$ cat config.mk
export PLATFORM = sky130hd
export DESIGN_NAME = phrc_cell
export DESIGN_NICKNAME = d
export VERILOG_FILES = /design/src/phrc_pkg.sv /design/src/phrc_cell.sv
export SDC_FILE = /design/constraint.sdc
export NUM_CORES = 1
export LEC_CHECK = 0
export ABC_AREA = 1
export BUFFER_PORTS_ARGS = -buffer_cell sky130_fd_sc_hd__buf_2
export CAP_MARGIN = 20
export CORE_MARGIN = 2
export CORE_UTILIZATION = 44
export DETAILED_ROUTE_END_ITERATION = 8
export GPL_ROUTABILITY_DRIVEN = 0
export PLACE_DENSITY = 0.81
export SYNTH_ARGS = -nofsm -noshare
export SYNTH_HDL_FRONTEND = slang
export SYNTH_SLANG_ARGS = --single-unit
$ cat constraint.sdc
create_clock -name clk -period 1.8 [get_ports clk]
set_clock_uncertainty 0.15 [all_clocks]
set_input_delay 0.27 -clock clk [delete_from_list [all_inputs] [get_ports clk]]
set_output_delay 0.27 -clock clk [all_outputs]
set_load 0.02 [all_outputs]
$ cat src/phrc_pkg.sv
// ----------------------------------------------------------------------------
// phrc_pkg
// Shared types and constants of the position hash and repetition check.
// ----------------------------------------------------------------------------
`default_nettype none

package phrc_pkg;

	localparam int HISTORY_DEPTH = 256;
	localparam int CNT_W         = $clog2(HISTORY_DEPTH + 1);
	localparam int OCC_W         = 9;
	localparam int HASH_W        = 64;
	localparam int IDX_W         = 4;
	localparam int CR_W          = 4;
	localparam int EP_W          = 7;
	localparam int KEY_N         = 1 << IDX_W;

	localparam logic [HASH_W-1:0] KEY_BASE   = 64'h9E3779B97F4A7C15;
	localparam logic [HASH_W-1:0] KEY_STEP   = 64'h517CC1B727220A95;
	localparam logic [HASH_W-1:0] KEY_CASTLE = 64'h6C62272E07BB0142;
	localparam logic [HASH_W-1:0] KEY_EP     = 64'hBF58476D1CE4E5B9;
	localparam logic [HASH_W-1:0] KEY_BLACK  = 64'h94D049BB133111EB;
	localparam logic [HASH_W-1:0] FIN_MUL1   = 64'hBF58476D1CE4E5B9;
	localparam logic [HASH_W-1:0] FIN_MUL2   = 64'h94D049BB133111EB;
	localparam logic [OCC_W-1:0]  OCC_MAX    = '1;
	localparam logic [OCC_W-1:0]  REPEAT_RST = OCC_W'(3);

	typedef logic [HASH_W-1:0] key_tbl_t [KEY_N];

	// per board index multiplier, built at elaboration
	function automatic key_tbl_t gen_keys();
		key_tbl_t t;
		logic [HASH_W-1:0] k;
		k = KEY_BASE;
		for (int i = 0; i < KEY_N; i++) begin
			t[i] = k;
			k    = k + KEY_STEP;
		end
		return t;
	endfunction

	localparam key_tbl_t KEY_TBL = gen_keys();

	// multiplier request / response
	typedef struct packed {
		logic              start;
		logic [HASH_W-1:0] a;
		logic [HASH_W-1:0] b;
	} phrc_mreq_t;

	typedef struct packed {
		logic              done;
		logic [HASH_W-1:0] p;
	} phrc_mrsp_t;

	// finished position hash from the hash engine
	typedef struct packed {
		logic              vld;
		logic              clr;
		logic [HASH_W-1:0] hash;
	} phrc_hres_t;

	// compare token walking down the history cells
	typedef struct packed {
		logic             vld;
		logic [CNT_W-1:0] rem;
		logic [OCC_W-1:0] occ;
	} phrc_tok_t;

endpackage

`default_nettype wire

$ cat src/phrc_cell.sv
// ----------------------------------------------------------------------------
// phrc_cell
// One history entry: holds a stored hash, shifts it on to the next cell on
// a store, and counts a match into the passing compare token.
// ----------------------------------------------------------------------------
`default_nettype none

module phrc_cell
	import phrc_pkg::*;
(
	input  wire logic              clk,
	input  wire logic              arst_n,
	input  wire logic              shift_en,
	input  wire logic [HASH_W-1:0] ent_i,
	input  wire logic [HASH_W-1:0] hash,
	input  wire phrc_tok_t         tok_i,
	output logic [HASH_W-1:0]      ent_o,
	output phrc_tok_t              tok_o
);

	logic [HASH_W-1:0] entry_q;
	logic              tok_vld_q;
	logic [CNT_W-1:0]  tok_rem_q;
	logic [OCC_W-1:0]  tok_occ_q;
	logic              live;
	logic              hit;

	// rem counts the occupied cells still ahead of the token
	assign live = (tok_i.rem != '0);
	assign hit  = live && (entry_q == hash) && (tok_i.occ != OCC_MAX);

	always_ff @(posedge clk) begin
		if (shift_en) begin
			entry_q <= ent_i;
		end
	end

	always_ff @(posedge clk or negedge arst_n) begin
		if (!arst_n) begin
			tok_vld_q <= 1'b0;
		end else begin
			tok_vld_q <= tok_i.vld;
		end
	end

	always_ff @(posedge clk) begin
		tok_rem_q <= live ? tok_i.rem - CNT_W'(1) : tok_i.rem;
		tok_occ_q <= hit ? tok_i.occ + OCC_W'(1) : tok_i.occ;
	end

	assign ent_o     = entry_q;
	assign tok_o.vld = tok_vld_q;
	assign tok_o.rem = tok_rem_q;
	assign tok_o.occ = tok_occ_q;

endmodule

`default_nettype wire

==> flow_summary_export.csv <==
group,metric,value,unit
clocking,cts_root_buffer,"clkbuf_8",
sta,maxSlewHeadroom,0.764,
clocking,path_clk_slew,80,ps
global_routing,grt_usage,0.237,
yosys,seq_area_frac_synth,0.593,
yosys,synth_top_area_cell,"edfxtp_1",
pwr,power_density,746,mW/mm^2
yosys,synthesis.nets,577,
min_path,hold_end,"tok_occ_q[5]$_DFF_P_",
clocking,h-tree-depth,3,
placement,hpwlAfterDp,8.19,mm
clocking,cts_buffer_depth,2,
yosys,synth.avg_cell_area,9.18,sq um
drt,drt-initial-drc-count,139,
final_layout,antenna_cells,0,
yosys,yosys_warnings,0,
sta,fin_setup_tns,0,ps
final_layout,area_growth,60.0,%
critical_path,end_kind,"flip-flop",
floorplan,io_pins,233,
yosys,syn_inst,424,
placement,dpl-instance-area,0.00530,sq mm
global_routing,antenna_found_initial,0,
yosys,synth_area_leaders,"edfxtp_1 49%, nand2_1 12%, dfxtp_1 9.3%, nor2_1 6.9%, inv_1 6.7%",
floorplan,dieHeight,98.1,microns
final_layout,nets,901,
sta,max_freq,557,MHz
yosys,yosysUniqueCellTypes,21,
floorplan,start_util,0.451,
drt,via_per_inst,4.62,
final_layout,fin_area,0.00623,sq mm
global_routing,grt_pass1_wl,18.0,mm
drt,drc_errors,0,
sta,finalSetupViolCount,0,
global_routing,first_global_vias,4057,
floorplan,die_x,98.1,microns
final_layout,final_common_cell,"buf_2",
pwr,cellLeakagePower,3.20,nW
critical_path,r2r_cells,10,
clocking,cts_buffers,9,
global_routing,overflow,0,
final_layout,drive_gt1_frac,0.360,
min_path,hp-start,"tok_i[5]",
drt,routedWlPerCell,13.8,microns
critical_path,r2r-end,"tok_occ_q[3]$_DFF_P_",
yosys,syn_area,0.00389,sq mm
floorplan,die-area,0.00962,sq mm
outcome,status,"finished, final reports clean",
min_path,hp-class,"in -> reg",
drt,first_pass_iters,7,
sta,worstMarginPinSlew,354,ps
sta,hold_viol_final,0,
global_routing,grt_max_degree,65,
critical_path,critPathLaunchType,"flip-flop",
critical_path,cp.arrival,1930,ps
clocking,clock-sinks,83,
placement,numPortBuffers,232,
sta,final_max_slew_viol_count,0,
critical_path,worstPathRequired,1930,ps
floorplan,rows,34,
critical_path,worst-setup-path-type,"reg -> reg",
sta,period_share,0.997,
floorplan,coreArea,0.00864,sq mm
sta,rsz0062_at_grt,"true",
clocking,cts_tree,"built",
final_layout,layout_common_cells,"232 x buf_2, 118 x nand2_1, 70 x inv_1, 69 x nor2_1, 69 x dlygate4sd3_1",
drt,vias,3980,
sta,final.min_clock_period,1800,ps
pwr,peakVddDrop,0.000508,V
drt,drtAntennaViolNets,0,
yosys,ys_ff_latch,83,
yosys,synth_top_area_share,0.494,
critical_path,path_max_fanout,9,
min_path,min_path_cells,3,
critical_path,r2r_start,"ent_o[26]$_DFFE_PP_",
drt,finalWirelength,11.9,mm
critical_path,ff2ff_setup_slack,5,ps
job,maxCapViolCount,0,
clocking,clkLatencyLatePin,340,ps
flip-flops by register name, summed over array words and instances (netlist names):
register	flops
ent_o	64
tok_occ_q	9
tok_rem_q	9
tok_vld_q	1
where the power goes:
part,switching [mW],internal [mW]
registers,0.0916,2.22
clock network,0.641,0.728
logic,0.526,0.439
worst max path at each step:
stage | depth (start not counted) | endpoint | startpoint
floorplan | 10 | tok_occ_q[0]$_DFF_P_ | ent_o[26]$_DFFE_PP_
global placement | 11 | tok_occ_q[8]$_DFF_P_ | tok_i[9]
detailed placement | 10 | tok_occ_q[3]$_DFF_P_ | ent_o[26]$_DFFE_PP_
CTS | 10 | tok_occ_q[3]$_DFF_P_ | ent_o[6]$_DFFE_PP_
global route | 10 | tok_occ_q[3]$_DFF_P_ | ent_o[40]$_DFFE_PP_
finish | 10 | tok_occ_q[3]$_DFF_P_ | ent_o[26]$_DFFE_PP_
critical path, stage by stage (launching register included):
cell      delay (ps)
edfxtp_1         450
nand2_1          110
nand2_1           60
nor2_1           120
nand2_1           70
nor2_1           130
nand3_2          110
nor2_4           190
buf_6            160
nand4_1          100
nand2_1          100
metrics by stage:
step	utilization	setup slack [ps]	cells	power [mW]	hold slack [ps]
after global routing	0.722	-115	861	4.86	34.1
after floorplan	-	93.4	424	2.76	-176
after detailed placement	0.613	48.6	775	3.18	-101
after CTS	0.716	8.78	860	4.65	31.0
final	0.722	4.73	861	4.65	38.7
after global placement	0.613	102	775	3.15	-99.5
logic make-up (layout without fill, tap and decap cells):
kind of cell	Yosys count	count (layout)	share of synthesized area
AO/OA/AOI/OAI	7	7	0.00900
AND/OR/NAND/NOR	221	222	0.233
adder cells (fa/ha/maj)	3	3	0.00964
buffers and inverters	72	400	0.0704
XOR/XNOR	38	38	0.0855
flip-flops	83	83	0.593
Yosys cell counts:
library cell,n
xnor2_1,9
edfxtp_1,64
nand3_1,7
dfrtp_1,1
nand2_1,123
o21ai_0,4
xor2_1,29
nand3_4,1
nand4_1,12
clkinv_1,1
nor3_1,1
ha_1,3
buf_4,1
nor2_1,72
inv_1,70
dfxtp_1,18
nor3b_1,1
nor2_4,2
nor2_2,1
a21oi_1,3
or3_1,1
per-layer routing:
layer  wire [microns]  track usage
met1             4040        0.224
met2             6590        0.467
met3              940       0.0709
met4              282       0.0972
met5                0            0
layout make-up:
class                      count  area, sq um
fill                         615         2400
sequential                    83         2310
clock buffer                  14          164
clock inverter                 2         35.0
tap                          108          135
multi-input combinational    270         1350
timing repair buffer         313         1970
inverter                      71          267
what timing repair did:
action,4_1_cts,5_1_grt
resized for setup,0,11
setup endpoints to repair,0,9
hold buffers,69,0
setup buffers,0,0
hold endpoints to repair,69,0
No activity file was read; power rests on OpenSTA's default activity.
