## src/phrc_pkg.sv

```systemverilog
// ----------------------------------------------------------------------------
// phrc_pkg
// Shared types and constants of the position hash and repetition check.
// ----------------------------------------------------------------------------
`default_nettype none

package phrc_pkg;

	localparam int HISTORY_DEPTH = 256;
	localparam int CNT_W         = $clog2(HISTORY_DEPTH + 1);
	localparam int OCC_W         = 9;
	localparam int HASH_W        = 64;
	localparam int IDX_W         = 4;
	localparam int CR_W          = 4;
	localparam int EP_W          = 7;
	localparam int KEY_N         = 1 << IDX_W;

	localparam logic [HASH_W-1:0] KEY_BASE   = 64'h9E3779B97F4A7C15;
	localparam logic [HASH_W-1:0] KEY_STEP   = 64'h517CC1B727220A95;
	localparam logic [HASH_W-1:0] KEY_CASTLE = 64'h6C62272E07BB0142;
	localparam logic [HASH_W-1:0] KEY_EP     = 64'hBF58476D1CE4E5B9;
	localparam logic [HASH_W-1:0] KEY_BLACK  = 64'h94D049BB133111EB;
	localparam logic [HASH_W-1:0] FIN_MUL1   = 64'hBF58476D1CE4E5B9;
	localparam logic [HASH_W-1:0] FIN_MUL2   = 64'h94D049BB133111EB;
	localparam logic [OCC_W-1:0]  OCC_MAX    = '1;
	localparam logic [OCC_W-1:0]  REPEAT_RST = OCC_W'(3);

	typedef logic [HASH_W-1:0] key_tbl_t [KEY_N];

	// per board index multiplier, built at elaboration
	function automatic key_tbl_t gen_keys();
		key_tbl_t t;
		logic [HASH_W-1:0] k;
		k = KEY_BASE;
		for (int i = 0; i < KEY_N; i++) begin
			t[i] = k;
			k    = k + KEY_STEP;
		end
		return t;
	endfunction

	localparam key_tbl_t KEY_TBL = gen_keys();

	// multiplier request / response
	typedef struct packed {
		logic              start;
		logic [HASH_W-1:0] a;
		logic [HASH_W-1:0] b;
	} phrc_mreq_t;

	typedef struct packed {
		logic              done;
		logic [HASH_W-1:0] p;
	} phrc_mrsp_t;

	// finished position hash from the hash engine
	typedef struct packed {
		logic              vld;
		logic              clr;
		logic [HASH_W-1:0] hash;
	} phrc_hres_t;

	// compare token walking down the history cells
	typedef struct packed {
		logic             vld;
		logic [CNT_W-1:0] rem;
		logic [OCC_W-1:0] occ;
	} phrc_tok_t;

endpackage

`default_nettype wire

```

## src/phrc_mul.sv

```systemverilog
// ----------------------------------------------------------------------------
// phrc_mul
// 64x64 multiplier, low half of the product, built from three passes
// through one 32x32 multiplier.
// ----------------------------------------------------------------------------
`default_nettype none

module phrc_mul
	import phrc_pkg::*;
(
	input  wire logic       clk,
	input  wire logic       arst_n,
	input  wire phrc_mreq_t req,
	output phrc_mrsp_t      rsp
);

	typedef enum logic [2:0] {
		M_IDLE,
		M_P0,
		M_P1,
		M_P2,
		M_DONE
	} mstate_t;

	mstate_t           state_q;
	logic [63:0]       a_q;
	logic [63:0]       b_q;
	logic [63:0]       p0_q;
	logic [31:0]       x_q;
	logic [31:0]       op_a;
	logic [31:0]       op_b;
	logic [63:0]       mo;

	always_comb begin
		case (state_q)
			M_P0: begin
				op_a = a_q[31:0];
				op_b = b_q[31:0];
			end
			M_P1: begin
				op_a = a_q[31:0];
				op_b = b_q[63:32];
			end
			default: begin
				op_a = a_q[63:32];
				op_b = b_q[31:0];
			end
		endcase
	end

	assign mo = op_a * op_b;

	always_ff @(posedge clk or negedge arst_n) begin
		if (!arst_n) begin
			state_q <= M_IDLE;
			a_q     <= '0;
			b_q     <= '0;
			p0_q    <= '0;
			x_q     <= '0;
		end else begin
			case (state_q)
				M_IDLE: begin
					if (req.start) begin
						a_q     <= req.a;
						b_q     <= req.b;
						state_q <= M_P0;
					end
				end
				M_P0: begin
					p0_q    <= mo;
					state_q <= M_P1;
				end
				M_P1: begin
					x_q     <= mo[31:0];
					state_q <= M_P2;
				end
				M_P2: begin
					x_q     <= x_q + mo[31:0];
					state_q <= M_DONE;
				end
				M_DONE: begin
					// a new request may follow the result directly
					if (req.start) begin
						a_q     <= req.a;
						b_q     <= req.b;
						state_q <= M_P0;
					end else begin
						state_q <= M_IDLE;
					end
				end
				default: state_q <= M_IDLE;
			endcase
		end
	end

	assign rsp.done = (state_q == M_DONE);
	assign rsp.p    = p0_q + {x_q, 32'b0};

endmodule

`default_nettype wire

```

## src/phrc_hash.sv

```systemverilog
// ----------------------------------------------------------------------------
// phrc_hash
// Bitboard accumulator and hash finalizer, all multiplies through one
// shared iterative multiplier.
// ----------------------------------------------------------------------------
`default_nettype none

module phrc_hash
	import phrc_pkg::*;
(
	input  wire logic              clk,
	input  wire logic              arst_n,
	input  wire logic              start,
	input  wire logic [HASH_W-1:0] bitboard,
	input  wire logic [IDX_W-1:0]  board_index,
	input  wire logic              last_board,
	input  wire logic [CR_W-1:0]   castle_bits,
	input  wire logic [EP_W-1:0]   en_passant_square,
	input  wire logic              black_to_move,
	input  wire logic              clear_history,
	output logic                   busy,
	output phrc_hres_t             hres
);

	typedef enum logic [2:0] {
		H_IDLE,
		H_BB,
		H_CR,
		H_EP,
		H_F1,
		H_F2
	} hstate_t;

	hstate_t           state_q;
	logic [HASH_W-1:0] acc_q;
	logic [HASH_W-1:0] h_q;
	logic              last_q;
	logic [CR_W-1:0]   cr_q;
	logic [EP_W-1:0]   ep_q;
	logic              black_q;
	logic              clr_q;
	phrc_hres_t        hres_q;

	phrc_mreq_t        mreq;
	phrc_mrsp_t        mrsp;

	logic [HASH_W-1:0] acc_nxt;
	logic [HASH_W-1:0] pre_fin;
	logic [HASH_W-1:0] fin1_in;
	logic [HASH_W-1:0] fin2_in;

	assign acc_nxt = acc_q ^ mrsp.p;
	assign pre_fin = h_q ^ mrsp.p;
	assign fin1_in = pre_fin ^ (pre_fin >> 30);
	assign fin2_in = mrsp.p ^ (mrsp.p >> 27);

	always_comb begin
		mreq.start = 1'b0;
		mreq.a     = bitboard;
		mreq.b     = KEY_TBL[board_index];
		case (state_q)
			H_IDLE: begin
				mreq.start = start;
			end
			H_BB: begin
				mreq.start = mrsp.done && last_q;
				mreq.a     = {{(HASH_W-CR_W){1'b0}}, cr_q};
				mreq.b     = KEY_CASTLE;
			end
			H_CR: begin
				mreq.start = mrsp.done;
				mreq.a     = {{(HASH_W-EP_W){1'b0}}, ep_q};
				mreq.b     = KEY_EP;
			end
			H_EP: begin
				mreq.start = mrsp.done;
				mreq.a     = fin1_in;
				mreq.b     = FIN_MUL1;
			end
			H_F1: begin
				mreq.start = mrsp.done;
				mreq.a     = fin2_in;
				mreq.b     = FIN_MUL2;
			end
			default: begin
				mreq.start = 1'b0;
			end
		endcase
	end

	phrc_mul u_mul (
		.clk    (clk),
		.arst_n (arst_n),
		.req    (mreq),
		.rsp    (mrsp)
	);

	always_ff @(posedge clk or negedge arst_n) begin
		if (!arst_n) begin
			state_q <= H_IDLE;
			acc_q   <= '0;
			h_q     <= '0;
			last_q  <= 1'b0;
			cr_q    <= '0;
			ep_q    <= '0;
			black_q <= 1'b0;
			clr_q   <= 1'b0;
			hres_q  <= '0;
		end else begin
			hres_q.vld <= (state_q == H_F2) && mrsp.done;
			case (state_q)
				H_IDLE: begin
					if (start) begin
						last_q  <= last_board;
						cr_q    <= castle_bits;
						ep_q    <= en_passant_square;
						black_q <= black_to_move;
						clr_q   <= clear_history;
						state_q <= H_BB;
					end
				end
				H_BB: begin
					if (mrsp.done) begin
						if (last_q) begin
							h_q     <= acc_nxt ^ (black_q ? KEY_BLACK : '0);
							acc_q   <= '0;
							state_q <= H_CR;
						end else begin
							acc_q   <= acc_nxt;
							state_q <= H_IDLE;
						end
					end
				end
				H_CR: begin
					if (mrsp.done) begin
						h_q     <= pre_fin;
						state_q <= H_EP;
					end
				end
				H_EP: begin
					if (mrsp.done) begin
						state_q <= H_F1;
					end
				end
				H_F1: begin
					if (mrsp.done) begin
						state_q <= H_F2;
					end
				end
				H_F2: begin
					if (mrsp.done) begin
						hres_q.clr  <= clr_q;
						hres_q.hash <= mrsp.p ^ (mrsp.p >> 31);
						state_q     <= H_IDLE;
					end
				end
				default: state_q <= H_IDLE;
			endcase
		end
	end

	assign busy = (state_q != H_IDLE) || hres_q.vld;
	assign hres = hres_q;

endmodule

`default_nettype wire

```

## config.mk

```make
export PLATFORM = sky130hd
export DESIGN_NAME = phrc_hash
export DESIGN_NICKNAME = d
export VERILOG_FILES = /design/src/phrc_pkg.sv /design/src/phrc_mul.sv /design/src/phrc_hash.sv
export SDC_FILE = /design/constraint.sdc
export NUM_CORES = 2
export LEC_CHECK = 0
export BUFFER_PORTS_ARGS = -buffer_cell sky130_fd_sc_hd__buf_2
export CORE_MARGIN = 2
export CORE_UTILIZATION = 50
export CTS_CLUSTER_DIAMETER = 30
export DETAILED_ROUTE_END_ITERATION = 8
export GPL_TIMING_DRIVEN = 0
export PLACE_DENSITY = 0.66
export SLEW_MARGIN = 30
export SYNTH_ARGS = -nofsm -noshare
export SYNTH_HDL_FRONTEND = slang
export SYNTH_HIERARCHICAL = 1
export SYNTH_SLANG_ARGS = --single-unit
```

## constraint.sdc

```tcl
create_clock -name clk -period 28.1 [get_ports clk]
set_clock_uncertainty 0.1 [all_clocks]
set_input_delay 4.215 -clock clk [delete_from_list [all_inputs] [get_ports clk]]
set_output_delay 4.215 -clock clk [all_outputs]
set_load 0.1 [all_outputs]
```

==> metrics.cfg <==
[run_status]
run_status=finished, final reports clean

[setup_path]
setup.worst_path.end_class=flip-flop
crit_family=adder cells
cp_slowest_stage_delay_ns=0.85
r2r_slack_ns=14.51
critPathMostFrequentCell=sky130_fd_sc_hd__fa_1
timing.critical_path.depth=42
critical_path.slowest_cell=sky130_fd_sc_hd__clkbuf_1
worst-path-buf-inv=12
critPathLaunchType=flip-flop
depth_of_the_worst_register_to_register_path=42
worstPathMaxFanout=10
critPathRequiredTime_ns=28.55
worst-endpoint-arrival_ns=14.03
timing_worst_setup_path_type=reg2reg

[timing]
tightestPinTransition_ns=1.165
post-route-period-util_pct=48.36
finalHoldViolations=0
setup_violations=0
timing.slew.headroom_pct=20.78
rsz0062_at_grt=no
timing.fmax_ghz=0.07359
final_max_slew_viol_count=0
timing.final.crit_period_ns=13.59
setup_total_negative_slack_ns=0

[cells_and_area]
drive_gt1_share_pct=10.69
fin_nets=8422
area_delta_synth_final_pct=11.01
fin_area_um2=67210
mostFrequentLayoutCells=sky130_fd_sc_hd__nand2_1 (1020), sky130_fd_sc_hd__inv_1 (959), sky130_fd_sc_hd__fa_1 (898)
final_common_cell=sky130_fd_sc_hd__nand2_1

[cts]
tritoncts_clock_tree=done
cts_setup_buffers=0
worst_skew_pair.late_latency_ns=0.69
root_buffer=sky130_fd_sc_hd__clkbuf_16
cts.reportedPaths.clkPinSlew_ns=0.05
cts.path.max_buffers=3
holdBufCountCts=0
ctsHtreeMaxLevel=3
cts_num_sinks=438
cts-buffers-inserted=92
cts.repair.resized=0

[place]
routabilityCongestion=1.070
port_buffers=150
post_dp_cell_area_um2=64000
hpwlAfterDp_mm=210.9

[floorplanning]
io_pins=152
core.rowCount=127
floorplan.core_area_um2=120000
die_h_um=352.0
start_util_pct=50.47
die-area_um2=123900
die_x_um=352.0

[detailed_routing]
drt-total-wl_mm=258.0
drt_drc_violations_left=0
detail-route-antenna-nets=0
per_cell_via_count_in_the_routed_design=6.036
initialDrtViolationCount=6389
wl_per_cell_um=29.31
drt-pass1-iter-count=6
route.vias.total=53120

[worst_hold_path]
whs_path_depth=2
worstHoldPathType=reg2reg

[synth]
postSynth.asyncResetShare_pct=100.0
synth_nets=8158
synthesized_cell_area_um2=60550
ys_ff_latch=438
synth.lib_cells_used.distinct=87
netlist_instances=6841
seq_area_frac_synth_pct=18.10
post_synth_edffs=0
ys_dominant_reg_cell=sky130_fd_sc_hd__dfrtp_1
yosysWarningCount=6
synth.avg_cell_area_um2=8.851

[global_route]
grt_pass1_vias=52539
grt_antenna_before_repair=12
grt_max_degree=83
grt_first_pass_wirelength_mm=372.9
grt_use_total_pct=41.68
globalRoute.totalOverflow=0

[flow_run]
maxCapViolCount=0

cell families (layout without fill, tap and decap cells):
group           after synthesis  after routing  synth area share (%)
simple gates               1954           1954                 13.29
buf+inv                    1421           1764                 9.084
fa+ha+maj                  1237           1237                 36.67
compound gates             1089           1089                 11.41
flops                       438            438                 18.10
mux                         393            393                 6.970
xor+xnor                    309            309                 4.470
other cells                   0              5                     0
worst register-to-register path: cells and delay by family, from the launching register on:
family          cells  cell delay (ns)
fa+ha+maj          10             4.92
mux                 1             0.67
buf+inv            12             3.31
flops               1             0.33
xor+xnor            2             0.86
compound gates     10             1.53
simple gates        7             1.76
layout make-up:
| type | instances | area, um^2 |
|---|---|---|
| inverters | 962 | 3611 |
| clock buffers | 111 | 2495 |
| well taps | 1612 | 2017 |
| flip-flops and latches | 438 | 10960 |
| clock inverters | 62 | 654.4 |
| repair buffers | 170 | 1091 |
| diodes | 5 | 12.51 |
| multi-input cells | 4982 | 44430 |
| plain buffers | 459 | 1942 |
| fillers | 11032 | 52760 |
layer usage:
layer,vias to the layer above,wire length [um],GRT usage [%]
met5,-,103,0
met3,599,34510,15.01
met1,26959,103600,57.53
li1,22421,-,-
met4,14,13500,17.62
met2,3127,106300,59.00
synthesized netlist by cell type, types with 164 or more instances:
| cell | count | area share (%) |
|---|---|---|
| sky130_fd_sc_hd__mux2i_1 | 164 | 2.7 |
| sky130_fd_sc_hd__xnor2_1 | 208 | 3.0 |
| sky130_fd_sc_hd__inv_1 | 959 | 5.9 |
| sky130_fd_sc_hd__nand2_1 | 1020 | 6.3 |
| sky130_fd_sc_hd__dfrtp_1 | 438 | 18 |
| sky130_fd_sc_hd__fa_1 | 898 | 30 |
| sky130_fd_sc_hd__ha_1 | 334 | 6.9 |
| sky130_fd_sc_hd__mux2_2 | 228 | 4.2 |
| sky130_fd_sc_hd__nor2_1 | 644 | 4.0 |
| sky130_fd_sc_hd__o21ai_0 | 304 | 2.5 |
| sky130_fd_sc_hd__clkbuf_1 | 363 | 2.3 |
| sky130_fd_sc_hd__a21oi_1 | 305 | 2.5 |
final timing paths:
path                                   from       endpoint
setup reg to reg           u_mul/state_q[1]  u_mul/x_q[31]
setup / recovery           u_mul/state_q[1]  u_mul/x_q[31]
hold / removal                     hres[51]       hres[51]
max in group asynchronous            arst_n  u_mul/x_q[29]
min in group asynchronous            arst_n       acc_q[6]
hold reg to reg                    hres[51]       hres[51]
metrics by stage:
step	hold WS (ns)	setup slack, ns	cells	utilization [%]
global route	0.3917	14.17	8797	56.02
detailed placement	0.3644	14.84	8621	53.35
global placement	0.3595	13.47	8603	52.78
finish	0.3717	14.51	8801	56.03
CTS	0.3773	14.81	8794	55.97
floorplan	0.3470	17.96	6841	-
registers in the layout (all words and copies together) (netlist names):
register and cells:
ep_q 7, black_q 1, cr_q 4, acc_q 64, u_mul/state_q 3, h_q 64
u_mul/x_q 32, u_mul/a_q 64, hres 66, last_q 1, state_q 3, u_mul/p0_q 64
clr_q 1, u_mul/b_q 64
Power is left out: the tool's default activity adds up to more than one toggle a clock period on the data nets, which glitch-free logic cannot reach.
